===== src/gle_pkg.sv =====
`timescale 1ns / 1ps

package gle_pkg;

    // Fixed-point scaling of the ports and of the internal words
    localparam int ANGLE_FRAC_BITS  = 32;
    localparam int LENGTH_FRAC_BITS = 16;
    localparam int CORDIC_STEPS_DEF = 40;
    localparam int QF               = 60;
    localparam int ROT_FRAC         = 30;
    localparam int INV_ITERS        = 8;

    // Port and storage widths
    localparam int LON_W     = 41;
    localparam int LAT_W     = 40;
    localparam int HGT_W     = 34;
    localparam int OUT_W     = 43;
    localparam int SEMI_W    = 33;
    localparam int ECC_W     = 45;
    localparam int CFG_W     = 45;
    localparam int CFG_IDX_W = 2;
    localparam int RED_W     = 43;
    localparam int ROT_W     = 32;
    localparam int ORG_W     = 48;
    localparam int ECC_SHIFT = QF - 48;
    localparam int NUM_W     = SEMI_W + LENGTH_FRAC_BITS;
    localparam int MM_PER_M  = 1000;

    // Reciprocal divide by 1000: 51-bit constant, numerator in 4 chunks of 13 bits
    localparam int RECIP_W    = 51;
    localparam int DIV_CHUNK  = 13;
    localparam int DIV_CHUNKS = 4;

    typedef logic [63:0] word_t;

    localparam word_t QONE    = 64'd1 << QF;
    localparam word_t SAT_POS = 64'h7FFF_FFFF_FFFF_FFFF;
    localparam logic signed [63:0] OUT_LIMIT = 64'sd1 <<< 41;

    // Angle range reduction constants (degrees scaled by 2^ANGLE_FRAC_BITS)
    localparam logic signed [RED_W-1:0] TURN    = RED_W'(64'd360 << ANGLE_FRAC_BITS);
    localparam logic signed [RED_W-1:0] HALF    = RED_W'(64'd180 << ANGLE_FRAC_BITS);
    localparam logic signed [RED_W-1:0] QUARTER = RED_W'(64'd90 << ANGLE_FRAC_BITS);

    // Configuration register indexes
    localparam logic [CFG_IDX_W-1:0] CFG_MODE = 2'd0;
    localparam logic [CFG_IDX_W-1:0] CFG_SEMI = 2'd1;
    localparam logic [CFG_IDX_W-1:0] CFG_ECC  = 2'd2;

    typedef enum logic [1:0] {
        SH_Q60,
        SH_Q61,
        SH_ANG,
        SH_Q30
    } mul_shift_t;

    typedef struct packed {
        logic       start;
        mul_shift_t sh;
        word_t      a;
        word_t      b;
    } mul_req_t;

    typedef enum logic [2:0] {
        S_IDLE,
        S_REDUCE,
        S_ZMUL,
        S_CORDIC,
        S_MUL,
        S_DIFF,
        S_DONE
    } seq_state_t;

    typedef enum logic [3:0] {
        OP_SPSP,
        OP_E2W,
        OP_YY,
        OP_WT,
        OP_Y,
        OP_N,
        OP_PC,
        OP_P0,
        OP_P1,
        OP_NE,
        OP_P2,
        OP_M3,
        OP_M4,
        OP_M6,
        OP_M7,
        OP_ROT
    } mul_op_t;

    // Shift-subtract division, elaboration only
    function automatic word_t udiv_f(word_t num, word_t den);
        word_t       q;
        logic [64:0] rem;
        q   = '0;
        rem = '0;
        for (int i = 63; i >= 0; i--) begin
            rem = {rem[63:0], num[i]};
            if (rem >= {1'b0, den}) begin
                rem  = rem - {1'b0, den};
                q[i] = 1'b1;
            end
        end
        return q;
    endfunction

    // ceil(2^QF / 1000); exact floor quotient for numerators below 2^50
    localparam word_t MM_RECIP = udiv_f(QONE + word_t'(MM_PER_M - 1), word_t'(MM_PER_M));

    // (a * b) / 2^s, truncated toward zero, saturated
    function automatic word_t mulq_f(word_t a, word_t b, int s);
        logic         neg;
        word_t        ua;
        word_t        ub;
        logic [127:0] prod;
        logic [127:0] sh;
        word_t        r;
        neg  = a[63] ^ b[63];
        ua   = a[63] ? (~a + 64'd1) : a;
        ub   = b[63] ? (~b + 64'd1) : b;
        prod = {64'd0, ua} * {64'd0, ub};
        sh   = prod >> s;
        r    = (sh[127:63] != '0) ? SAT_POS : sh[63:0];
        return neg ? (~r + 64'd1) : r;
    endfunction

    function automatic word_t invsqrt_f(word_t w);
        word_t y;
        word_t t;
        y = QONE;
        for (int k = 0; k < INV_ITERS; k++) begin
            t = mulq_f(w, mulq_f(y, y, QF), QF);
            y = mulq_f(y, 64'd3 * QONE - t, QF + 1);
        end
        return y;
    endfunction

    // arctan(1/n) by its series
    function automatic word_t atan_recip_f(word_t n);
        word_t p;
        word_t t;
        word_t sum;
        p   = udiv_f(QONE, n);
        sum = '0;
        for (int k = 0; k < 64; k++) begin
            if (p != '0) begin
                t   = udiv_f(p, word_t'(2 * k + 1));
                sum = k[0] ? sum - t : sum + t;
                p   = udiv_f(udiv_f(p, n), n);
            end
        end
        return sum;
    endfunction

    function automatic word_t pi_f();
        return 64'd16 * atan_recip_f(64'd5) - 64'd4 * atan_recip_f(64'd239);
    endfunction

    function automatic word_t deg_to_rad_f();
        return udiv_f(pi_f(), 64'd180);
    endfunction

    function automatic word_t atan_entry_f(int i);
        word_t v;
        if (i == 0) begin
            v = pi_f() >> 2;
        end else begin
            v = atan_recip_f(64'd1 << i);
        end
        return v;
    endfunction

    function automatic word_t cordic_gain_f(int steps);
        word_t g;
        g = QONE;
        for (int i = 0; i < steps; i++) begin
            if (2 * i < QF + 1) begin
                g = mulq_f(g, invsqrt_f(QONE + (QONE >> (2 * i))), QF);
            end
        end
        return g;
    endfunction

    // Round to nearest Q30, low 32 bits of the arithmetic shift
    function automatic logic [ROT_W-1:0] q30_f(word_t v);
        word_t s;
        s = v + (64'd1 << (ROT_FRAC - 1));
        return s[ROT_FRAC+ROT_W-1:ROT_FRAC];
    endfunction

    // Clamp to +-2^41 and keep the output width
    function automatic logic [OUT_W-1:0] sat_out_f(word_t v);
        logic signed [63:0] sv;
        sv = signed'(v);
        if (sv > OUT_LIMIT) begin
            sv = OUT_LIMIT;
        end else if (sv < -OUT_LIMIT) begin
            sv = -OUT_LIMIT;
        end
        return sv[OUT_W-1:0];
    endfunction

endpackage


===== src/gle_div1000.sv =====
`timescale 1ns / 1ps

// Divide by 1000 (millimetres to metres) by multiplying with the rounded-up
// reciprocal and dropping QF fraction bits. The numerator is fed in
// DIV_CHUNKS pieces, most significant first, one narrow product per cycle.
module gle_div1000 import gle_pkg::*; (
    input  logic             aclk,
    input  logic             aresetn,
    input  logic             start,
    input  logic [NUM_W-1:0] num,
    output logic             busy,
    output logic [NUM_W-1:0] quo
);

    localparam int PAD_W  = DIV_CHUNK * DIV_CHUNKS;
    localparam int PROD_W = DIV_CHUNK + RECIP_W;
    localparam int ACC_W  = PAD_W + RECIP_W;
    localparam int CW     = $clog2(DIV_CHUNKS);

    logic              busy_reg;
    logic [CW-1:0]     cnt_reg;
    logic [PAD_W-1:0]  num_reg;
    logic [ACC_W-1:0]  acc_reg;

    logic [PROD_W-1:0] prod;
    logic [ACC_W-1:0]  acc_next;

    // Chunk times reciprocal, accumulated Horner style
    always_comb begin
        prod     = PROD_W'(num_reg[PAD_W-1 -: DIV_CHUNK]) *
                   PROD_W'(MM_RECIP[RECIP_W-1:0]);
        acc_next = (acc_reg << DIV_CHUNK) + ACC_W'(prod);
    end

    always_ff @(posedge aclk) begin
        if (!aresetn) begin
            busy_reg <= 1'b0;
            cnt_reg  <= '0;
        end else if (start) begin
            busy_reg <= 1'b1;
            cnt_reg  <= '0;
        end else if (busy_reg) begin
            if (cnt_reg == CW'(DIV_CHUNKS - 1)) begin
                busy_reg <= 1'b0;
            end else begin
                cnt_reg <= cnt_reg + 1'b1;
            end
        end
    end

    always_ff @(posedge aclk) begin
        if (start) begin
            num_reg <= {{(PAD_W - NUM_W){1'b0}}, num};
            acc_reg <= '0;
        end else if (busy_reg) begin
            num_reg <= {num_reg[PAD_W-DIV_CHUNK-1:0], {DIV_CHUNK{1'b0}}};
            acc_reg <= acc_next;
        end
    end

    assign busy = busy_reg;
    assign quo  = NUM_W'(acc_reg >> QF);

endmodule


===== config.mk =====
export PLATFORM = sky130hd
export DESIGN_NAME = gle_div1000
export DESIGN_NICKNAME = d
export VERILOG_FILES = /design/src/gle_pkg.sv /design/src/gle_div1000.sv
export SDC_FILE = /design/constraint.sdc
export NUM_CORES = 1
export LEC_CHECK = 0
export BUFFER_PORTS_ARGS = -buffer_cell sky130_fd_sc_hd__buf_2
export CAP_MARGIN = 30
export CORE_MARGIN = 1.5
export CORE_UTILIZATION = 55
export CTS_BUF_LIST = sky130_fd_sc_hd__clkbuf_8
export DETAILED_ROUTE_END_ITERATION = 8
export GPL_TIMING_DRIVEN = 0
export PLACE_DENSITY = 0.81
export SLEW_MARGIN = 40
export SYNTH_ARGS = -nofsm -noshare
export SYNTH_HDL_FRONTEND = slang
export SYNTH_SLANG_ARGS = --single-unit

===== constraint.sdc =====
create_clock -name aclk -period 8.4 [get_ports aclk]
set_input_delay 0.42 -clock aclk [delete_from_list [all_inputs] [get_ports aclk]]
set_output_delay 0.42 -clock aclk [all_outputs]
set_load 0.05 [all_outputs]

* Word-level counts from Yosys, hierarchy flattened
Index checks and enable logic that the tools add are counted.
** Cells by class
- Equality and inequality tests :: 1
- $add $sub $neg :: 2
- Bitwise operators :: 2
- Multiply operators :: 1
- Reduce and logical (&&, ||, !) cells :: 3
- Muxes and demuxes :: 5
** Operators with widths (count)
- $add A103 B64 Y103 :: 1
- $mux W49 :: 2
- $mul A13 B51 Y64 const B :: 1
- $mux W1 :: 3
- $add A2 B1 Y2 const B :: 1
- $eq A2 B2 Y1 const B :: 1
- $not A1 Y1 :: 2
- $reduce_and A2 Y1 :: 1
- $reduce_bool A2 Y1 :: 1
- $reduce_or A2 Y1 :: 1
** Word-level totals
- Output and inout bits :: 50
- Input port bits :: 52
- Logic and storage cells :: 19
- Bits in registers :: 158

* Longest topological paths before layout
- Depth after elaboration :: 4
- Gate-level depth with buffers :: 25

* Worst setup path before layout
Ideal clock, no wire load.
- Path kind :: flip-flop to flip-flop
- Start point :: reg num_reg[50]
- End point :: reg acc_reg[59]
- Buffers on the path :: 0
- Clock period less this slack :: 6.643 ns
- Arrival :: 6.522 ns
- Required time :: 8.279 ns
- Stages on the path, launching flop included :: 23
- Slack :: 1.757 ns
- Library setup time :: 0.121 ns
- Cells stage by stage :: dfxtp_1 > fa_1 > xor2_1 > ha_1 > inv_1 > fa_1 > inv_1 > fa_1 > fa_1 > inv_1 > fa_1 > inv_1 > ha_1 > and3_4 > a21boi_1 > o31a_2 > o31ai_1 > a21oi_1 > a2111oi_0 > nor4_1 > o21ai_0 > or3_1 > nand3_1
** On the way
- Word-level cells in the longest chain between the ends :: 2
** RTL lines
- start: declaration :: RTL line gle_div1000.sv:22 : logic [PAD_W-1:0] num_reg;
- start signal: assignment :: RTL line gle_div1000.sv:53 : num_reg <= {{(PAD_W - NUM_W){1'b0}}, num};
- start signal: assignment :: RTL line gle_div1000.sv:56 : num_reg <= {num_reg[PAD_W-DIV_CHUNK-1:0], {DIV_CHUNK{1'b0}}};
- $mul A13 B51 Y64 :: RTL line gle_div1000.sv:30 : prod = PROD_W'(num_reg[PAD_W-1 -: DIV_CHUNK]) *
- $add A103 B64 Y103 :: RTL line gle_div1000.sv:32 : acc_next = (acc_reg << DIV_CHUNK) + ACC_W'(prod);
- end signal: assignment :: RTL line gle_div1000.sv:57 : acc_reg <= acc_next;
- end: declaration :: RTL line gle_div1000.sv:23 : logic [ACC_W-1:0] acc_reg;
No other way between the ends.
A chain may end at the register's enable or synchronous reset.

* Worst setup path in the final report
- Start point :: reg num_reg[51]
- End point :: reg acc_reg[90]
Same word-level chain as after synthesis.

==> impl_metrics.ini <==
[outcome]
status = completed

[final_layout]
nets = 2642
largest_register_ffs = 103
syn_to_final_growth_pct = 8.50
drive_above_1_share_pct = 11.7
final_area_sq_um = 20200
num_antenna_cells = 0
fin_util_pct = 60.5

[floorplanning]
design.core.area_sq_um = 33400
rows = 67
die_height_um = 187
start_util_pct = 55.7
die_x_um = 187
ioPinCount = 102
die-area_sq_um = 35000

[yosys]
synthArstFlopShare_pct = 0
ys_seq_area_share_pct = 19.6
yosys_warnings = 0
synth-edff-count = 49
ys_top_cells_by_area = fa_1, ha_1, dfxtp_1, inv_1, edfxtp_1
ys_types = 71
synth_top_area_share_pct = 25.6
ys.flop_type = dfxtp_1
synth.most_common_cell = inv_1
synth_seq_cells = 158
yosysTopAreaCell = fa_1
synthTopCellsByCount = inv_1, fa_1, ha_1
syn_area_sq_um = 18600
synthCells = 2026
synth.avg_cell_area_sq_um = 9.20

[critical_path]
timing.rr.end = acc_reg[90]
crit_type = reg -> reg
crit_end = acc_reg[90]
r2r_slack_ns = 0.22
r2r_cells = 18
cp-start-kind = flip-flop
timing.rr.start = num_reg[51]
cp_max_fo = 11
critPathArrivalTime_ns = 8.56
cp.required_ns = 8.78
cp-startpoint = num_reg[51]
end_kind = flip-flop

[routing]
ant_nets = 0
drt-wirelength-per-cell_um = 20.6
wl_mm = 53.8
initialDrtViolationCount = 1254
dr.pass1.iters = 6
remaining_drc_errors = 0
num_vias = 14600
viasPerCell = 5.61

[clocking]
cts_tree = yes
cts_root_buf = clkbuf_8
clock_latency_ns = 0.48
clk_pin_slew_ns = 0.09
cts_sinks = 158
clk_path_buf_depth = 2
post-cts-setup-buffers = 0
cts_resized = 0
cts_hold_buffers = 0
htree_levels = 4
cts_buffers = 17

[global_routing]
grt.overflow.total = 0
grt_max_degree = 49
grt_pass1_vias = 15000
grt_util_all_layers_pct = 31.5
grt_pass1_wl_mm = 84.0
antenna_found_initial = 0

[placement]
portBuffers = 94
dp_slack_ns = 0.385
post_dp_cell_area_sq_um = 19800
hpwl_mm = 44.6
place_congestion = 1.03

[sta]
worst_slew_pin_slew_ns = 0.914
fin_setup_tns_ns = 0
finalCritPeriodShare_pct = 97.4
worst_slack_ns = 0.217
relSlewSlack_pct = 39.1
fin_crit_ns = 8.18
drv_slew = 0
max_freq_mhz = 122
finClkSkew_ns = 0.0209
rsz0062_at_grt = false
hold_viol_final = 0
setup_viol = 0

[flow_run]
max_cap_violations = 0

[hold_path]
hold_path_class = in -> reg
critical path: stages, from the launching register on:
cell	delay (ns)
dfxtp_1	0.93
fa_1	0.75
xor2_1	0.49
ha_1	0.35
fa_1	0.53
fa_1	0.55
fa_1	0.60
fa_1	0.44
ha_1	0.38
a21oi_1	0.26
o21ai_0	0.13
a31oi_1	0.33
a21oi_1	0.18
o21ai_0	0.56
a21oi_1	0.27
o31ai_2	0.65
a211oi_1	0.20
xnor2_1	0.17
a211oi_1	0.29
metal layers:
metal / routed length, um / vias to the layer above / track usage [%]
met5: 0 / - / 0
met3: 3700 / 152 / 5.22
met2: 25700 / 619 / 52.5
met1: 21700 / 7163 / 40.1
li1: - / 6714 / -
met4: 2600 / 0 / 14.9
cell usage in the layout, fill, tap and decap left out, drive strengths merged, types with 10 or more instances in the layout:
cell,count
ha,202
a21oi,101
o31ai,11
nand2,91
a31oi,10
mux2i,33
inv,468
xnor2,54
and3,20
nand3,22
nor2,128
nand4,43
a21o,23
a211oi,18
nor3,14
edfxtp,49
clkbuf,70
mux2,36
xor2,27
o21bai,17
and2,21
fa,238
buf,164
dfxtp,109
o21ai,73
how the worst min path moves through the flow:
stage | from | end | slack [ns] | cells after the start
6_report | aresetn | busy | 0.19 | 2
4_1_cts | aresetn | busy | 0.18 | 2
3_3_place_gp | acc_reg[48] | acc_reg[48] | 0.44 | 2
5_1_grt | aresetn | busy | 0.18 | 2
3_5_place_dp | acc_reg[96] | acc_reg[96] | 0.46 | 2
2_1_floorplan | acc_reg[92] | acc_reg[92] | 0.43 | 2
logic make-up after synthesis:
family	after synthesis	share of synthesized area (%)
other cells	1	0.0201
simple gates	386	10.1
xor+xnor	81	3.81
fa+ha+maj	440	39.1
flops	158	19.6
mux	69	3.95
buf+inv	578	12.7
compound gates	313	10.7
layout make-up:
cell class / count / area (sq um)
fill: 2857 / 13200
buffer: 117 / 638
clock buffer: 17 / 234
sequential: 158 / 3660
timing repair buffer: 100 / 547
clock inverter: 15 / 200
inverter: 461 / 1730
multi-input combinational: 1295 / 12700
tap: 448 / 561
per-stage QoR:
step / hold WS (ns) / instances
after CTS: 0.176 / 2609
final: 0.188 / 2611
after global placement: 0.443 / 2573
after global routing: 0.176 / 2611
after floorplan: 0.426 / 2031
after detailed placement: 0.460 / 2577
Power is not shown: default switching activity piles up to over one toggle a cycle in this logic, so the estimate is an artifact.
