File: config.mk
export PLATFORM = sky130hd
export DESIGN_NAME = gle_mulq
export DESIGN_NICKNAME = d
export VERILOG_FILES = /design/src/gle_pkg.sv /design/src/gle_mulq.sv
export SDC_FILE = /design/constraint.sdc
export NUM_CORES = 2
export LEC_CHECK = 0
export ABC_AREA = 1
export BUFFER_PORTS_ARGS = -buffer_cell sky130_fd_sc_hd__buf_2
export CAP_MARGIN = 20
export CORE_UTILIZATION = 53
export CTS_CLUSTER_SIZE = 10
export DETAILED_ROUTE_END_ITERATION = 10
export GPL_TIMING_DRIVEN = 0
export PLACE_DENSITY = 0.69
export SLEW_MARGIN = 20
export SYNTH_ARGS = -nofsm -noshare
export SYNTH_HDL_FRONTEND = slang
export SYNTH_SLANG_ARGS = --single-unit
File: constraint.sdc
create_clock -name aclk -period 11.96 [get_ports aclk]
set_input_delay 1.794 -clock aclk [delete_from_list [all_inputs] [get_ports aclk]]
set_output_delay 1.794 -clock aclk [all_outputs]
set_load 0.02 [all_outputs]
File: src/gle_pkg.sv
`timescale 1ns / 1ps

package gle_pkg;

    // Fixed-point scaling of the ports and of the internal words
    localparam int ANGLE_FRAC_BITS  = 32;
    localparam int LENGTH_FRAC_BITS = 16;
    localparam int CORDIC_STEPS_DEF = 40;
    localparam int QF               = 60;
    localparam int ROT_FRAC         = 30;
    localparam int INV_ITERS        = 8;

    // Port and storage widths
    localparam int LON_W     = 41;
    localparam int LAT_W     = 40;
    localparam int HGT_W     = 34;
    localparam int OUT_W     = 43;
    localparam int SEMI_W    = 33;
    localparam int ECC_W     = 45;
    localparam int CFG_W     = 45;
    localparam int CFG_IDX_W = 2;
    localparam int RED_W     = 43;
    localparam int ROT_W     = 32;
    localparam int ORG_W     = 48;
    localparam int ECC_SHIFT = QF - 48;
    localparam int NUM_W     = SEMI_W + LENGTH_FRAC_BITS;
    localparam int MM_PER_M  = 1000;

    // Reciprocal divide by 1000: 51-bit constant, numerator in 4 chunks of 13 bits
    localparam int RECIP_W    = 51;
    localparam int DIV_CHUNK  = 13;
    localparam int DIV_CHUNKS = 4;

    typedef logic [63:0] word_t;

    localparam word_t QONE    = 64'd1 << QF;
    localparam word_t SAT_POS = 64'h7FFF_FFFF_FFFF_FFFF;
    localparam logic signed [63:0] OUT_LIMIT = 64'sd1 <<< 41;

    // Angle range reduction constants (degrees scaled by 2^ANGLE_FRAC_BITS)
    localparam logic signed [RED_W-1:0] TURN    = RED_W'(64'd360 << ANGLE_FRAC_BITS);
    localparam logic signed [RED_W-1:0] HALF    = RED_W'(64'd180 << ANGLE_FRAC_BITS);
    localparam logic signed [RED_W-1:0] QUARTER = RED_W'(64'd90 << ANGLE_FRAC_BITS);

    // Configuration register indexes
    localparam logic [CFG_IDX_W-1:0] CFG_MODE = 2'd0;
    localparam logic [CFG_IDX_W-1:0] CFG_SEMI = 2'd1;
    localparam logic [CFG_IDX_W-1:0] CFG_ECC  = 2'd2;

    typedef enum logic [1:0] {
        SH_Q60,
        SH_Q61,
        SH_ANG,
        SH_Q30
    } mul_shift_t;

    typedef struct packed {
        logic       start;
        mul_shift_t sh;
        word_t      a;
        word_t      b;
    } mul_req_t;

    typedef enum logic [2:0] {
        S_IDLE,
        S_REDUCE,
        S_ZMUL,
        S_CORDIC,
        S_MUL,
        S_DIFF,
        S_DONE
    } seq_state_t;

    typedef enum logic [3:0] {
        OP_SPSP,
        OP_E2W,
        OP_YY,
        OP_WT,
        OP_Y,
        OP_N,
        OP_PC,
        OP_P0,
        OP_P1,
        OP_NE,
        OP_P2,
        OP_M3,
        OP_M4,
        OP_M6,
        OP_M7,
        OP_ROT
    } mul_op_t;

    // Shift-subtract division, elaboration only
    function automatic word_t udiv_f(word_t num, word_t den);
        word_t       q;
        logic [64:0] rem;
        q   = '0;
        rem = '0;
        for (int i = 63; i >= 0; i--) begin
            rem = {rem[63:0], num[i]};
            if (rem >= {1'b0, den}) begin
                rem  = rem - {1'b0, den};
                q[i] = 1'b1;
            end
        end
        return q;
    endfunction

    // ceil(2^QF / 1000); exact floor quotient for numerators below 2^50
    localparam word_t MM_RECIP = udiv_f(QONE + word_t'(MM_PER_M - 1), word_t'(MM_PER_M));

    // (a * b) / 2^s, truncated toward zero, saturated
    function automatic word_t mulq_f(word_t a, word_t b, int s);
        logic         neg;
        word_t        ua;
        word_t        ub;
        logic [127:0] prod;
        logic [127:0] sh;
        word_t        r;
        neg  = a[63] ^ b[63];
        ua   = a[63] ? (~a + 64'd1) : a;
        ub   = b[63] ? (~b + 64'd1) : b;
        prod = {64'd0, ua} * {64'd0, ub};
        sh   = prod >> s;
        r    = (sh[127:63] != '0) ? SAT_POS : sh[63:0];
        return neg ? (~r + 64'd1) : r;
    endfunction

    function automatic word_t invsqrt_f(word_t w);
        word_t y;
        word_t t;
        y = QONE;
        for (int k = 0; k < INV_ITERS; k++) begin
            t = mulq_f(w, mulq_f(y, y, QF), QF);
            y = mulq_f(y, 64'd3 * QONE - t, QF + 1);
        end
        return y;
    endfunction

    // arctan(1/n) by its series
    function automatic word_t atan_recip_f(word_t n);
        word_t p;
        word_t t;
        word_t sum;
        p   = udiv_f(QONE, n);
        sum = '0;
        for (int k = 0; k < 64; k++) begin
            if (p != '0) begin
                t   = udiv_f(p, word_t'(2 * k + 1));
                sum = k[0] ? sum - t : sum + t;
                p   = udiv_f(udiv_f(p, n), n);
            end
        end
        return sum;
    endfunction

    function automatic word_t pi_f();
        return 64'd16 * atan_recip_f(64'd5) - 64'd4 * atan_recip_f(64'd239);
    endfunction

    function automatic word_t deg_to_rad_f();
        return udiv_f(pi_f(), 64'd180);
    endfunction

    function automatic word_t atan_entry_f(int i);
        word_t v;
        if (i == 0) begin
            v = pi_f() >> 2;
        end else begin
            v = atan_recip_f(64'd1 << i);
        end
        return v;
    endfunction

    function automatic word_t cordic_gain_f(int steps);
        word_t g;
        g = QONE;
        for (int i = 0; i < steps; i++) begin
            if (2 * i < QF + 1) begin
                g = mulq_f(g, invsqrt_f(QONE + (QONE >> (2 * i))), QF);
            end
        end
        return g;
    endfunction

    // Round to nearest Q30, low 32 bits of the arithmetic shift
    function automatic logic [ROT_W-1:0] q30_f(word_t v);
        word_t s;
        s = v + (64'd1 << (ROT_FRAC - 1));
        return s[ROT_FRAC+ROT_W-1:ROT_FRAC];
    endfunction

    // Clamp to +-2^41 and keep the output width
    function automatic logic [OUT_W-1:0] sat_out_f(word_t v);
        logic signed [63:0] sv;
        sv = signed'(v);
        if (sv > OUT_LIMIT) begin
            sv = OUT_LIMIT;
        end else if (sv < -OUT_LIMIT) begin
            sv = -OUT_LIMIT;
        end
        return sv[OUT_W-1:0];
    endfunction

endpackage

File: src/gle_mulq.sv
`timescale 1ns / 1ps

// Shared 64x64 fixed-point multiplier: one 32x32 partial product per cycle,
// then shift, saturate and sign fix-up.
module gle_mulq import gle_pkg::*; (
    input  logic     aclk,
    input  logic     aresetn,
    input  mul_req_t req,
    output logic     done,
    output word_t    result
);

    logic         busy_reg;
    logic [2:0]   phase_reg;
    logic         neg_reg;
    mul_shift_t   sh_reg;
    word_t        ua_reg;
    word_t        ub_reg;
    logic [127:0] acc_reg;
    word_t        res_reg;
    logic         done_reg;

    logic [31:0]  opa;
    logic [31:0]  opb;
    logic [63:0]  pp;
    logic [127:0] pp_pos;
    logic [127:0] shifted;
    word_t        mag;

    // Partial product select and alignment
    always_comb begin
        opa = phase_reg[1] ? ua_reg[63:32] : ua_reg[31:0];
        opb = phase_reg[0] ? ub_reg[63:32] : ub_reg[31:0];
        pp  = 64'(opa) * 64'(opb);
        case (phase_reg)
            3'd0:    pp_pos = {64'd0, pp};
            3'd3:    pp_pos = {pp, 64'd0};
            default: pp_pos = {32'd0, pp, 32'd0};
        endcase
    end

    // Fraction drop and saturation
    always_comb begin
        case (sh_reg)
            SH_Q60:  shifted = acc_reg >> QF;
            SH_Q61:  shifted = acc_reg >> (QF + 1);
            SH_ANG:  shifted = acc_reg >> ANGLE_FRAC_BITS;
            SH_Q30:  shifted = acc_reg >> ROT_FRAC;
            default: shifted = acc_reg >> QF;
        endcase
        mag = (shifted[127:63] != '0) ? SAT_POS : shifted[63:0];
    end

    always_ff @(posedge aclk) begin
        if (!aresetn) begin
            busy_reg  <= 1'b0;
            phase_reg <= '0;
            done_reg  <= 1'b0;
        end else begin
            done_reg <= 1'b0;
            if (req.start && !busy_reg) begin
                busy_reg  <= 1'b1;
                phase_reg <= '0;
            end else if (busy_reg) begin
                if (phase_reg == 3'd4) begin
                    busy_reg <= 1'b0;
                    done_reg <= 1'b1;
                end else begin
                    phase_reg <= phase_reg + 3'd1;
                end
            end
        end
    end

    always_ff @(posedge aclk) begin
        if (req.start && !busy_reg) begin
            neg_reg <= req.a[63] ^ req.b[63];
            ua_reg  <= req.a[63] ? (~req.a + 64'd1) : req.a;
            ub_reg  <= req.b[63] ? (~req.b + 64'd1) : req.b;
            sh_reg  <= req.sh;
            acc_reg <= '0;
        end else if (busy_reg) begin
            if (phase_reg == 3'd4) begin
                res_reg <= neg_reg ? (~mag + 64'd1) : mag;
            end else begin
                acc_reg <= acc_reg + pp_pos;
            end
        end
    end

    assign done   = done_reg;
    assign result = res_reg;

endmodule

# == After elaboration in Yosys (flattened, before gate mapping) ==
# Cells that the tools add are included.
# Widths: inputs -> output; s select.
# word_totals
ff_bits,328
wordCells,51
out_inout_bits,65
# classes
bitwise,8
mul,1
addsub,5
n_eq_ne,5
n_mux,12
n_reduce_logical,9
# ops
op,count
$pmux 128 s4,1
$pmux 128 s2,1
$add 64x1->64 const B,3
$not 64->64,3
$add 128x128->128,1
$mux 64,2
$mux 63,2
$reduce_bool 65->1,1
$mul 32x32->64,1
$mux 32,2
$eq 2x2->1 const B,2
$mux 1,4
$not 1->1,4
$add 3x1->3 const B,1
$eq 3x2->1 const B,1
$eq 3x3->1 const B,1
$logic_not 3->1,1
$reduce_and 3->1,1
$reduce_or 3->1,1
$eq 2x1->1 const B,1
$logic_not 2->1,1
$reduce_and 2->1,1
$reduce_or 2->1,1
$logic_and 1x1->1,1
other kinds (2),2

# == Longest topological paths before layout ==
# depth
depth_word,7
ltp_mapped,55

# == Worst setup path before layout ==
# No wires, ideal clock.
# synth_timing
path_type,register to register
from,register phase_reg[0]
to,register acc_reg[95]
setup_time_ns,0.056
t_arrival_ns,9.056
path_stages_with_launch,49
period_less_slack_ns,9.112
t_required_ns,11.904
path_slack_ns,2.848
path_buffers,3
path_cell_list,dfxtp_1 > clkbuf_1 > inv_1 > clkbuf_1 > or2_2 > o21ai_1 > clkbuf_1 > nor2_1 > fa_1 > inv_1 > fa_1 > fa_1 > fa_1 > inv_1 > fa_1 > inv_1 > fa_1 > inv_1 > [13 not listed] > nand2_1 > nand2_1 > xor2_1 > o22ai_1 > ha_1 > nand2_1 > nor2_1 > inv_1 > nor2_1 > inv_1 > nor4_1 > nand2_1 > nand2_1 > a21oi_1 > or2_2 > nand3_1 > nand2_1 > inv_1
# synth_via
elab_chain_len,4
# synth_rtl
element,line_no,rtl
start: declaration,gle_mulq.sv:14,logic [2:0] phase_reg;
start signal: assignment,gle_mulq.sv:69,phase_reg <= phase_reg + 3'd1;
$mux 32,gle_mulq.sv:33,opb = phase_reg[0] ? ub_reg[63:32] : ub_reg[31:0];
$mul 32x32->64,gle_mulq.sv:34,pp = 64'(opa) * 64'(opb);
$pmux 128 s2,gle_mulq.sv:35,case (phase_reg)
$add 128x128->128,gle_mulq.sv:86,acc_reg <= acc_reg + pp_pos;
end signal: assignment,gle_mulq.sv:86,
end: declaration,gle_mulq.sv:19,logic [127:0] acc_reg;
# Parallel ways exist; a longest one is shown, timed or not.
# A chain may end at the register's enable or synchronous reset.

# == Final worst setup path ==
# layout_timing
from,register phase_reg[0]
to,register acc_reg[108]
# Same word-level chain as after synthesis.

==> out/qor.txt <==
Status: finished, final reports clean
Relative slew slack: 10.30%
R2R setup slack: 0.003 ns
Tcrit/Tclk final: 99.98%
Drt pass-1 iters: 9
Final clock skew: 0.09634 ns
Syn Std Cell Area: 64450 µm²
Mapped Cells: 9164
TritonCTS clock tree: built
Crit path max fanout: 10
Commonest non-fill, non-tap cell in the layout: inv_1
Synthesized flop and latch total: 328
Ys flop type: edfxtp_1
Syn Area/Cell: 7.033 µm²
Vias in the first global route: 67247
Final Wtd Congestion: 1.191
Final setup viols: 0
Slowest CP cell: xor2_1
DRC: 0
Setup CP Type: reg -> reg
PortBufs: 196
Storage cell area: 8522 µm²
DR vias/cell: 6.166
Die ar.: 123000 µm²
DPL Wire Length: 267100 µm
Max Slew Vio Count: 0
DRT iter0 DRCs: 9578
Max-cap violation count: 0
Chip width: 350.7 µm
Placeable Area: 120300 µm²
Largest net degree at the start of global routing: 56
Fillers: 11439
Nature of the critical path startpoint: flop
Starting Density: 53.58%
Clock Sinks: 328
Synth-to-layout area growth: 9.817%
Number of flip-flops under the largest register name: 128
Netlist cell types: 56
Via Count: 68477
Share of cells above drive strength 1: 8.077%
Worst min-delay path category: reg -> reg
Synth Net Count: 10597
Commonest cells after routing, fill and taps aside: inv_1, nand2_1, nor2_1
Worst Slack Setup Final: 0.002844 ns
Latest clock arrival within the worst-skew pair: 0.67 ns
Max stage delay on crit path: 0.97 ns
I/O Pins: 198
Buf/Inv on CP: 9
CTS Buffer Depth: 3
Routed wire per std cell: 28.95 µm
Multi-input logic area: 48800 µm²
Fmax: 83.63 MHz
Tmin final: 11.96 ns
CP delay by family, top: adder cells
Total track usage: 52.47%
Root Buffer: clkbuf_16
Worst slew pin tran: 1.345 ns
WL final: 321500 µm
Clock buffer count from CTS: 44
Share of flip-flops with an asynchronous set or reset: 0%
Sequential share of the synthesized area: 13.22%
Crit path arrival time: 12.53 ns
Worst hold slack: 0.4681 ns
Dpl ws: -1.497 ns
CP Capture Type: flop
Nets: 10886
Detail Route Antenna Nets: 0
Post-synth EDFFs: 195
Final Hold Viols: 0
H-tree Lvls: 2
Die height: 350.7 µm
Antenna violations before repair: 23
Row Count: 127
Total gr overflow: 0
Clk pin slew, worst setup/hold paths: 0.06 ns
Worst EP required: 12.53 ns
Yosys warning count: 0
Global-route wire length before repair: 457700 µm
-- worst paths after layout --
check | start | endpoint | cells after the start
worst min register to register | acc_reg[4] | acc_reg[4] | 2
worst max register to register | phase_reg[0] | acc_reg[108] | 41
worst min-delay path | acc_reg[4] | acc_reg[4] | 2
worst max-delay path | phase_reg[0] | acc_reg[108] | 41
-- layout make-up --
type	instances	share of cell area [%]
Antenna cell	9	0.03182
Buffer	280	2.072
Clock buffer	66	1.833
Clock inverter	11	0.1980
Inverter	1834	9.848
Multi-Input combinational cell	6717	68.95
Sequential cell	328	12.04
Tap cell	1612	2.850
Timing Repair Buffer	248	2.180
-- synth_stat cells (3+ instances only) --
| cell type | n | area [µm²] |
|---|---|---|
| a21o_1 | 25 | 187.7 |
| xnor2_1 | 96 | 840.8 |
| nand3_1 | 299 | 1496 |
| xor2_1 | 173 | 1515 |
| a21boi_0 | 13 | 97.59 |
| clkinv_1 | 32 | 120.1 |
| nand2_2 | 3 | 18.77 |
| dfxtp_1 | 133 | 2663 |
| o221ai_1 | 23 | 201.4 |
| edfxtp_1 | 195 | 5856 |
| o21ai_0 | 396 | 1982 |
| and2_0 | 3 | 18.77 |
| o21a_1 | 12 | 90.09 |
| o211ai_1 | 45 | 337.8 |
| a31oi_1 | 16 | 100.1 |
| nor3_1 | 81 | 405.4 |
| nand3b_1 | 11 | 82.58 |
| inv_2 | 10 | 37.54 |
| o21ai_1 | 48 | 240.2 |
| o2111ai_1 | 8 | 70.07 |
| nand4_1 | 92 | 575.6 |
| o21bai_1 | 35 | 262.8 |
| buf_2 | 17 | 85.08 |
| or2_2 | 76 | 475.5 |
| nand2_1 | 1684 | 6321 |
| a21oi_2 | 4 | 35.03 |
| nor4_1 | 31 | 193.9 |
| nor2_2 | 11 | 68.82 |
| buf_1 | 8 | 30.03 |
| buf_4 | 6 | 45.04 |
| nor2_1 | 1659 | 6227 |
| fa_1 | 897 | 17960 |
| a21oi_1 | 482 | 2412 |
| clkbuf_1 | 246 | 923.4 |
| o22ai_1 | 60 | 375.4 |
| inv_1 | 1792 | 6726 |
| o31ai_1 | 6 | 45.04 |
| ha_1 | 403 | 5042 |
| buf_6 | 8 | 90.09 |
-- metal layers --
metal | vias to the layer above | GRT usage [%] | share of wire, % | routed length (µm)
met4 | 24 | 44.47 | 11 | 35800
met1 | 32489 | 60.97 | 33 | 107300
met3 | 1666 | 20.36 | 15 | 46620
li1 | 28824 | - | - | -
met2 | 5474 | 75.98 | 41 | 131700
met5 | - | 0.1177 | 0.047 | 151
-- logic make-up (layout without fill, tap and decap cells) --
kind of cell	count (synthesis)	after routing	share of synthesized area, %
fa+ha+maj	1300	1300	35.68
flops	328	328	13.22
compound gates	1182	1182	10.11
xor+xnor	269	269	3.655
other cells	0	9	0
buf+inv	2119	2439	12.50
simple gates	3966	3966	24.83
-- what timing repair did --
action / 4_1_cts / 5_1_grt
setup endpoints to repair: 103 / 100
setup buffers: 12 / 23
hold buffers: 0 / 0
gates resized for setup: 164 / 351
pin swaps: 2 / 6
-- per-stage QoR --
| step | util [%] | area [µm²] | TNS (ns) | std cells |
|---|---|---|---|---|
| 5_1_grt | 58.83 | 70760 | -0.4338 | 11098 |
| 6_report | 58.84 | 70780 | 0 | 11105 |
| 3_3_place_gp | 56.07 | 67450 | -99.32 | 10972 |
| 4_1_cts | 58.00 | 69770 | 0 | 11075 |
| 3_5_place_dp | 56.37 | 67810 | -87.28 | 10988 |
| 2_1_floorplan | - | 64450 | 0 | 9164 |
-- worst reg2reg max path, delay by kind of cell (launching register included) --
family                     cells  cell delay, ns
adders and majority gates     10            5.00
xor gates and xnor gates       1            0.97
and+or+nand+nor               15            2.74
DFF                            1            0.43
buffers and inverters          9            1.58
AOI/OAI and AO/OA              6            1.15
Power is not shown: default switching activity piles up to over one toggle a cycle in this logic, so the estimate is an artifact.
