`src/gle_pkg.sv`:
```
`timescale 1ns / 1ps

package gle_pkg;

    // Fixed-point scaling of the ports and of the internal words
    localparam int ANGLE_FRAC_BITS  = 32;
    localparam int LENGTH_FRAC_BITS = 16;
    localparam int CORDIC_STEPS_DEF = 40;
    localparam int QF               = 60;
    localparam int ROT_FRAC         = 30;
    localparam int INV_ITERS        = 8;

    // Port and storage widths
    localparam int LON_W     = 41;
    localparam int LAT_W     = 40;
    localparam int HGT_W     = 34;
    localparam int OUT_W     = 43;
    localparam int SEMI_W    = 33;
    localparam int ECC_W     = 45;
    localparam int CFG_W     = 45;
    localparam int CFG_IDX_W = 2;
    localparam int RED_W     = 43;
    localparam int ROT_W     = 32;
    localparam int ORG_W     = 48;
    localparam int ECC_SHIFT = QF - 48;
    localparam int NUM_W     = SEMI_W + LENGTH_FRAC_BITS;
    localparam int MM_PER_M  = 1000;

    // Reciprocal divide by 1000: 51-bit constant, numerator in 4 chunks of 13 bits
    localparam int RECIP_W    = 51;
    localparam int DIV_CHUNK  = 13;
    localparam int DIV_CHUNKS = 4;

    typedef logic [63:0] word_t;

    localparam word_t QONE    = 64'd1 << QF;
    localparam word_t SAT_POS = 64'h7FFF_FFFF_FFFF_FFFF;
    localparam logic signed [63:0] OUT_LIMIT = 64'sd1 <<< 41;

    // Angle range reduction constants (degrees scaled by 2^ANGLE_FRAC_BITS)
    localparam logic signed [RED_W-1:0] TURN    = RED_W'(64'd360 << ANGLE_FRAC_BITS);
    localparam logic signed [RED_W-1:0] HALF    = RED_W'(64'd180 << ANGLE_FRAC_BITS);
    localparam logic signed [RED_W-1:0] QUARTER = RED_W'(64'd90 << ANGLE_FRAC_BITS);

    // Configuration register indexes
    localparam logic [CFG_IDX_W-1:0] CFG_MODE = 2'd0;
    localparam logic [CFG_IDX_W-1:0] CFG_SEMI = 2'd1;
    localparam logic [CFG_IDX_W-1:0] CFG_ECC  = 2'd2;

    typedef enum logic [1:0] {
        SH_Q60,
        SH_Q61,
        SH_ANG,
        SH_Q30
    } mul_shift_t;

    typedef struct packed {
        logic       start;
        mul_shift_t sh;
        word_t      a;
        word_t      b;
    } mul_req_t;

    typedef enum logic [2:0] {
        S_IDLE,
        S_REDUCE,
        S_ZMUL,
        S_CORDIC,
        S_MUL,
        S_DIFF,
        S_DONE
    } seq_state_t;

    typedef enum logic [3:0] {
        OP_SPSP,
        OP_E2W,
        OP_YY,
        OP_WT,
        OP_Y,
        OP_N,
        OP_PC,
        OP_P0,
        OP_P1,
        OP_NE,
        OP_P2,
        OP_M3,
        OP_M4,
        OP_M6,
        OP_M7,
        OP_ROT
    } mul_op_t;

    // Shift-subtract division, elaboration only
    function automatic word_t udiv_f(word_t num, word_t den);
        word_t       q;
        logic [64:0] rem;
        q   = '0;
        rem = '0;
        for (int i = 63; i >= 0; i--) begin
            rem = {rem[63:0], num[i]};
            if (rem >= {1'b0, den}) begin
                rem  = rem - {1'b0, den};
                q[i] = 1'b1;
            end
        end
        return q;
    endfunction

    // ceil(2^QF / 1000); exact floor quotient for numerators below 2^50
    localparam word_t MM_RECIP = udiv_f(QONE + word_t'(MM_PER_M - 1), word_t'(MM_PER_M));

    // (a * b) / 2^s, truncated toward zero, saturated
    function automatic word_t mulq_f(word_t a, word_t b, int s);
        logic         neg;
        word_t        ua;
        word_t        ub;
        logic [127:0] prod;
        logic [127:0] sh;
        word_t        r;
        neg  = a[63] ^ b[63];
        ua   = a[63] ? (~a + 64'd1) : a;
        ub   = b[63] ? (~b + 64'd1) : b;
        prod = {64'd0, ua} * {64'd0, ub};
        sh   = prod >> s;
        r    = (sh[127:63] != '0) ? SAT_POS : sh[63:0];
        return neg ? (~r + 64'd1) : r;
    endfunction

    function automatic word_t invsqrt_f(word_t w);
        word_t y;
        word_t t;
        y = QONE;
        for (int k = 0; k < INV_ITERS; k++) begin
            t = mulq_f(w, mulq_f(y, y, QF), QF);
            y = mulq_f(y, 64'd3 * QONE - t, QF + 1);
        end
        return y;
    endfunction

    // arctan(1/n) by its series
    function automatic word_t atan_recip_f(word_t n);
        word_t p;
        word_t t;
        word_t sum;
        p   = udiv_f(QONE, n);
        sum = '0;
        for (int k = 0; k < 64; k++) begin
            if (p != '0) begin
                t   = udiv_f(p, word_t'(2 * k + 1));
                sum = k[0] ? sum - t : sum + t;
                p   = udiv_f(udiv_f(p, n), n);
            end
        end
        return sum;
    endfunction

    function automatic word_t pi_f();
        return 64'd16 * atan_recip_f(64'd5) - 64'd4 * atan_recip_f(64'd239);
    endfunction

    function automatic word_t deg_to_rad_f();
        return udiv_f(pi_f(), 64'd180);
    endfunction

    function automatic word_t atan_entry_f(int i);
        word_t v;
        if (i == 0) begin
            v = pi_f() >> 2;
        end else begin
            v = atan_recip_f(64'd1 << i);
        end
        return v;
    endfunction

    function automatic word_t cordic_gain_f(int steps);
        word_t g;
        g = QONE;
        for (int i = 0; i < steps; i++) begin
            if (2 * i < QF + 1) begin
                g = mulq_f(g, invsqrt_f(QONE + (QONE >> (2 * i))), QF);
            end
        end
        return g;
    endfunction

    // Round to nearest Q30, low 32 bits of the arithmetic shift
    function automatic logic [ROT_W-1:0] q30_f(word_t v);
        word_t s;
        s = v + (64'd1 << (ROT_FRAC - 1));
        return s[ROT_FRAC+ROT_W-1:ROT_FRAC];
    endfunction

    // Clamp to +-2^41 and keep the output width
    function automatic logic [OUT_W-1:0] sat_out_f(word_t v);
        logic signed [63:0] sv;
        sv = signed'(v);
        if (sv > OUT_LIMIT) begin
            sv = OUT_LIMIT;
        end else if (sv < -OUT_LIMIT) begin
            sv = -OUT_LIMIT;
        end
        return sv[OUT_W-1:0];
    endfunction

endpackage

```
`src/gle_cordic.sv`:
```
`timescale 1ns / 1ps

// Rotation-mode CORDIC, one micro-rotation per cycle
module gle_cordic import gle_pkg::*; #(
    parameter int CORDIC_STEPS = CORDIC_STEPS_DEF
) (
    input  logic  aclk,
    input  logic  aresetn,
    input  logic  start,
    input  word_t z_in,
    input  logic  flip_in,
    output logic  done,
    output word_t sin_out,
    output word_t cos_out
);

    localparam int    IW   = $clog2(CORDIC_STEPS);
    localparam word_t GAIN = cordic_gain_f(CORDIC_STEPS);

    word_t atan_tab [CORDIC_STEPS];

    for (genvar g = 0; g < CORDIC_STEPS; g++) begin : g_atan
        localparam word_t ATAN_V = atan_entry_f(g);
        assign atan_tab[g] = ATAN_V;
    end

    logic              busy_reg;
    logic              done_reg;
    logic [IW-1:0]     i_reg;
    logic signed [63:0] x_reg;
    logic signed [63:0] y_reg;
    word_t             z_reg;
    logic              flip_reg;
    word_t             sin_reg;
    word_t             cos_reg;

    logic signed [63:0] dx;
    logic signed [63:0] dy;
    logic signed [63:0] x_next;
    logic signed [63:0] y_next;
    word_t              z_next;

    // One micro-rotation
    always_comb begin
        dx = y_reg >>> i_reg;
        dy = x_reg >>> i_reg;
        if (!z_reg[63]) begin
            x_next = x_reg - dx;
            y_next = y_reg + dy;
            z_next = z_reg - atan_tab[i_reg];
        end else begin
            x_next = x_reg + dx;
            y_next = y_reg - dy;
            z_next = z_reg + atan_tab[i_reg];
        end
    end

    always_ff @(posedge aclk) begin
        if (!aresetn) begin
            busy_reg <= 1'b0;
            done_reg <= 1'b0;
            i_reg    <= '0;
        end else begin
            done_reg <= 1'b0;
            if (start && !busy_reg) begin
                busy_reg <= 1'b1;
                i_reg    <= '0;
            end else if (busy_reg) begin
                if (i_reg == IW'(CORDIC_STEPS - 1)) begin
                    busy_reg <= 1'b0;
                    done_reg <= 1'b1;
                end else begin
                    i_reg <= i_reg + 1'b1;
                end
            end
        end
    end

    always_ff @(posedge aclk) begin
        if (start && !busy_reg) begin
            x_reg    <= signed'(GAIN);
            y_reg    <= '0;
            z_reg    <= z_in;
            flip_reg <= flip_in;
        end else if (busy_reg) begin
            x_reg <= x_next;
            y_reg <= y_next;
            z_reg <= z_next;
            if (i_reg == IW'(CORDIC_STEPS - 1)) begin
                sin_reg <= y_next;
                cos_reg <= flip_reg ? -x_next : x_next;
            end
        end
    end

    assign done    = done_reg;
    assign sin_out = sin_reg;
    assign cos_out = cos_reg;

endmodule

```
`config.mk`:
```
export PLATFORM = sky130hd
export DESIGN_NAME = gle_cordic
export DESIGN_NICKNAME = d
export VERILOG_FILES = /design/src/gle_pkg.sv /design/src/gle_cordic.sv
export SDC_FILE = /design/constraint.sdc
export NUM_CORES = 2
export LEC_CHECK = 0
export BUFFER_PORTS_ARGS = -buffer_cell sky130_fd_sc_hd__buf_2
export CAP_MARGIN = 25
export CORE_UTILIZATION = 60
export CTS_CLUSTER_DIAMETER = 30
export CTS_CLUSTER_SIZE = 20
export DETAILED_ROUTE_END_ITERATION = 10
export GPL_ROUTABILITY_DRIVEN = 1
export PLACE_DENSITY = 0.87
export SYNTH_ARGS = -nofsm -noshare
export SYNTH_HDL_FRONTEND = slang
export SYNTH_SLANG_ARGS = --single-unit
```
`constraint.sdc`:
```
create_clock -name aclk -period 12.4 [get_ports aclk]
set_clock_uncertainty 0.1 [all_clocks]
set_input_delay 0.62 -clock aclk [delete_from_list [all_inputs] [get_ports aclk]]
set_output_delay 0.62 -clock aclk [all_outputs]
set_load 0.1 [all_outputs]
```
Word-level counts from Yosys, hierarchy flattened
Memory sizes are Yosys's and may differ from the RTL's.
Cells that the tools add are included.

word-level totals
  output and inout bits = 129
  bits in registers = 329
  memories kept = 1
  bits in read-only memories = 4096
  word-level logic and storage cells = 46

memories
  name              depth  bits a word  read ports  clocked after Yosys merged registers in  write ports  RTL line          RTL
  (name not given)  64     64           1           0                                        0            gle_cordic.sv:54  z_next = z_reg + atan_tab[i_reg];

cells by class
  reduce and logical (&&, ||, !) cells = 7
  muxes and demuxes = 12
  bitwise operators = 5
  shift-type cells = 2
  $lt $le $gt $ge = 1
  $add $sub $neg = 8
  equality and inequality tests = 1

operators with widths
  cell                                         number
  two-way mux 64 bit                           8
  adder 64 bit                                 3
  subtractor 64 bit                            3
  >>> shifter 64 x 6 -> 64 bit                 2
  negation 64 bit                              1
  >= comparator 7 bit, second input constant   1
  inverter 6 -> 7 bit                          1
  adder 6 x 1 -> 6 bit, second input constant  1
  equality test 6 bit, second input constant   1
  two-way mux 1 bit                            4
  inverter 1 bit                               4
  AND reduction 3 bit                          1
  OR reduction 3 bit                           1
  AND reduction 2 bit                          1
  nonzero test 2 bit                           1
  OR reduction 2 bit                           1
  logical AND 1 bit                            1
  logical NOT 1 bit                            1

Longest topological paths before layout
  word-level depth = 8
  depth in mapped cells = 35
  depth with buffers taken out = 29

Worst setup path after synthesis
No wires, ideal clock.

  path kind = register to register
  start point = reg i_reg[0]
  end point = reg cos_reg[63], in the netlist cos_out[63], data pin
  data arrival time = 7.480 ns
  cell stages (with the launch flop) = 31
  slack = 4.554 ns
  data required time = 12.034 ns
  path buffers = 3
  library setup time = 0.266 ns
  cells stage by stage = dfxtp_1 -> buf_4 -> buf_1 -> mux4_2 -> mux2_2 -> a22oi_2 -> o211ai_2 -> a221o_1 -> inv_1 -> ha_1 -> nor2b_1 -> nand4_1 -> nor4_4 -> and3_1 -> and2_1 -> o211ai_1 -> and3_1 -> ha_1 -> clkbuf_1 -> a211o_1 -> a21oi_1 -> o21ai_1 -> a211o_1 -> nand2_1 -> o211ai_1 -> a41oi_2 -> xnor2_1 -> or4_1 -> or4b_1 -> o41ai_1 -> xnor2_1

on the way
  longest elaborated chain between the ends = 5

RTL lines
  what                                                      RTL line                            RTL
  start, declared                                           gle_cordic.sv:29                    logic [IW-1:0] i_reg;
  start signal, assigned                                    gle_cordic.sv:73                    i_reg <= i_reg + 1'b1;
  >>> shifter 64 x 6 -> 64 bit (*)                          gle_cordic.sv:45                    dx = y_reg >>> i_reg;
  subtractor 64 bit / adder 64 bit (equally long branches)  gle_cordic.sv:48, gle_cordic.sv:52
  two-way mux 64 bit (*)                                    gle_cordic.sv:47                    if (!z_reg[63]) begin
  negation 64 bit                                           gle_cordic.sv:91                    cos_reg <= flip_reg ? -x_next : x_next;
  two-way mux 64 bit (*)                                    gle_cordic.sv:91
  end signal, assigned                                      gle_cordic.sv:91
  end, declared                                             gle_cordic.sv:35                    word_t cos_reg;

Mark *: on every way between the ends. The rest lies on a longest branch, timed or not.
A chain may end at the register's enable or synchronous reset.

Worst setup path in the final report
  start point = reg i_reg[1]
  end point = reg cos_reg[63], in the netlist cos_out[63], data pin

Same word-level chain as after synthesis.

==> flow_summary_export.csv <==
group,metric,value,unit
place,dp_cells,5497,
synth,yosys_warnings,0,
clocking,ctsResizeCount,0,
die,pin_count,197,
die,core,65900,um2
critical_path,end_kind,"flip-flop",
critical_path,r2r-start,"i_reg[1]$_SDFFE_PP0P_",
critical_path,startpoint,"i_reg[1]$_SDFFE_PP0P_",
synth,synth_nets,4974,
clocking,clock-sinks,329,
sta,rsz0062_at_grt,"false",
critical_path,cp_top_family,"simple AND/OR/NAND/NOR gates",
critical_path,slowest_delay,0.99,ns
critical_path,critPathArrivalTime,10.26,ns
route,drcViolationCount,0,
final_layout,n_fill_cell,5182,
die,die_y,260,um
job,maxCapViolCount,0,
clocking,clk_pin_slew,0.05,ns
critical_path,endpoint,"cos_out[63]$_DFFE_PP_",
synth,synth_top_area_share,14.5,%
critical_path,worst_path_max_delay_cell,"dfxtp_4",
critical_path,cp_max_fo,62,
route,via_per_inst,7.55,
critical_path,r2r_slack,2.43,ns
sta,fin_crit_sh,80.4,%
critical_path,crit_buf_inv,1,
critical_path,crit_required,12.69,ns
synth,synth-edff-count,193,
hold_path,hp-class,"in -> reg",
synth,yosys.area.top_type,"edfxtp_1",
final_layout,nets,5021,
synth,yosys-top-cells-area,"edfxtp_1 (14%), mux4_2 (8.8%), ha_1 (7.2%)",
clocking,cts_tree,"built",
route,routed_wl,177000,um
sta,setup_ws,2.43,ns
grt,grt_pass1_wl,257000,um
synth,synth_seq_cells,329,
route,drtPass1Iterations,8,
synth,synthCells,4674,
sta,relSlewSlack,19.3,%
die,dieArea,67800,um2
sta,finalHoldViolCount,0,
synth,synth_ff_type,"edfxtp_1",
clocking,cts_max_level,3,
synth,syn-cell-area,40100,um2
grt,grt_remaining_overflow,0,
clocking,clock_latency,0.67,ns
outcome,status,"complete, no violations",
clocking,clock_path_buffers,3,
synth,syn_area_per_cell,8.57,um2
sta,final.min_clock_period,9.97,ns
route,vias,42800,
route,antenna_left,0,
synth,ys_types,127,
die,dieWidth,260,um
final_layout,drive_gt1_share,15.8,%
grt,grt_max_degree,153,
sta,tightestPinTransition,1.21,ns
sta,setup_viol,0,
critical_path,reg2reg_depth,25,
sta,max_freq,0.100,GHz
place,dp_hpwl,130000,um
final_layout,syn_to_final_growth,10.1,%
critical_path,worst-path-stages,25,
grt,grt_pass1_vias,39800,
clocking,hold_buffers,0,
place,gp_congestion,1.13,
synth,async_flop_share,0,%
route,drt-initial-drc-count,6624,
clocking,cts_setup_buffers,0,
route,wl_per_cell,31.3,um
critical_path,worst-setup-path-type,"reg -> reg",
grt,antenna_found_initial,15,
sta,slew_viol_final,0,
place,dp_slack,2.89,ns
synth,ys_seq_area_share,21.3,%
critical_path,worstReg2RegEnd,"cos_out[63]$_DFFE_PP_",
die,start_util,60.8,%
sta,final.setup.tns,0,ns
grt,grt.total_usage,50.5,%
die,num_rows,94,
critical_path,cp-start-kind,"flip-flop",
final_layout,instances_no_fill,5664,
clocking,clockRootBuffer,"clkbuf_16",
place,numPortBuffers,196,
clocking,numCtsBuffers,81,
==> worst min path at each step <==
stage                           from                     to  slack (ns)  cells past startpoint
2_1_floorplan  y_reg[0]$_SDFFE_PP0P_  y_reg[0]$_SDFFE_PP0P_        0.37                      2
3_3_place_gp   y_reg[0]$_SDFFE_PP0P_  y_reg[0]$_SDFFE_PP0P_        0.50                      2
3_5_place_dp   y_reg[0]$_SDFFE_PP0P_  y_reg[0]$_SDFFE_PP0P_        0.51                      2
4_1_cts                      flip_in     flip_reg$_DFFE_PP_        0.04                      1
5_1_grt                      flip_in     flip_reg$_DFFE_PP_        0.04                      1
6_report                     flip_in     flip_reg$_DFFE_PP_        0.04                      1
==> Yosys cell counts (19+ instances only) <==
master    number
o31ai_1       39
and3_1        55
xnor2_1      263
nand2b_1      51
edfxtp_1     193
a22oi_1       28
a31oi_1       75
buf_6         29
buf_2         43
a22o_1        93
buf_4         30
nor2b_1       49
mux4_2       157
nand4_1       55
buf_1         26
mux2_2        77
a221oi_1      25
o21ai_0      284
and2_1        48
o211ai_1      46
nor4_1        19
mux2i_1      145
a21o_1       111
o21bai_1      47
or3_1         29
o21a_1        42
clkbuf_1     169
ha_1         229
or2_2         26
nand3_1       98
a21oi_1      419
nor3_1        66
o22a_1        24
xor2_1       140
o22ai_1       31
nand2_1      395
inv_1         99
dfxtp_1      136
a211oi_1      41
nor2_1       363
==> per-stage QoR <==
stage	hold WS, ns	area (um2)	util (%)
after global placement	0.495	41100	62.4
after floorplan	0.366	40100	-
after detailed placement	0.512	41100	62.4
after CTS	0.0370	44000	66.8
after global routing	0.0387	44100	66.9
final	0.0425	44100	67.0
==> layer usage <==
metal  routed length [um]  vias to the layer above  GRT usage, %
li1                     -                    18000             -
met1                64900                    20200          62.1
met2                72500                     3576          73.1
met3                25000                      983          18.7
met4                15000                       14          34.5
met5                  101                        -             0
==> worst reg2reg max path, delay by kind of cell, from the launching register on <==
kind | cells | cell delay, ns
AOI/OAI and AO/OA | 9 | 2.41
xor gates and xnor gates | 3 | 0.50
adders and majority gates | 1 | 0.41
buffers and inverters | 1 | 0.73
DFF | 1 | 0.99
muxes | 1 | 0.44
and+or+nand+nor | 10 | 4.11
==> cell families (layout without fill, tap and decap cells) <==
family	count (synthesis)	count (layout)	synth area share [%]
AOI/OAI and AO/OA	1562	1562	26.0
and+or+nand+nor	1348	1348	16.6
buffers and inverters	405	520	4.89
xor gates and xnor gates	404	404	8.87
muxes	394	394	15.1
DFF	329	329	21.3
adders and majority gates	232	232	7.30
other	0	11	0
==> layout make-up <==
type	count	area (um2)	area share, %
Inverter	103	390	0.885
Timing Repair Buffer	266	1570	3.56
Clock buffer	97	2170	4.91
Antenna cell	11	27.5	0.0624
Sequential cell	329	8540	19.4
Tap cell	864	1080	2.45
Clock inverter	54	719	1.63
Multi-Input combinational cell	3940	29600	67.1
==> cell usage in the layout, fill, tap and decap left out, drive strengths merged, types with 47 or more instances in the layout <==
cell / n
buf: 265
o21ai: 301
a22o: 94
xnor2: 263
a21oi: 421
nand4: 56
xor2: 140
ha: 229
a31oi: 75
and3: 57
edfxtp: 193
mux2i: 146
nor2: 363
nor2b: 49
nand3: 99
mux2: 91
inv: 106
clkbuf: 97
a21o: 111
nand2: 395
nand2b: 51
o21bai: 47
nor3: 74
o211ai: 47
and2: 49
mux4: 157
dfxtp: 136
Power is not shown: default switching activity piles up to over one toggle a cycle in this logic, so the estimate is an artifact.
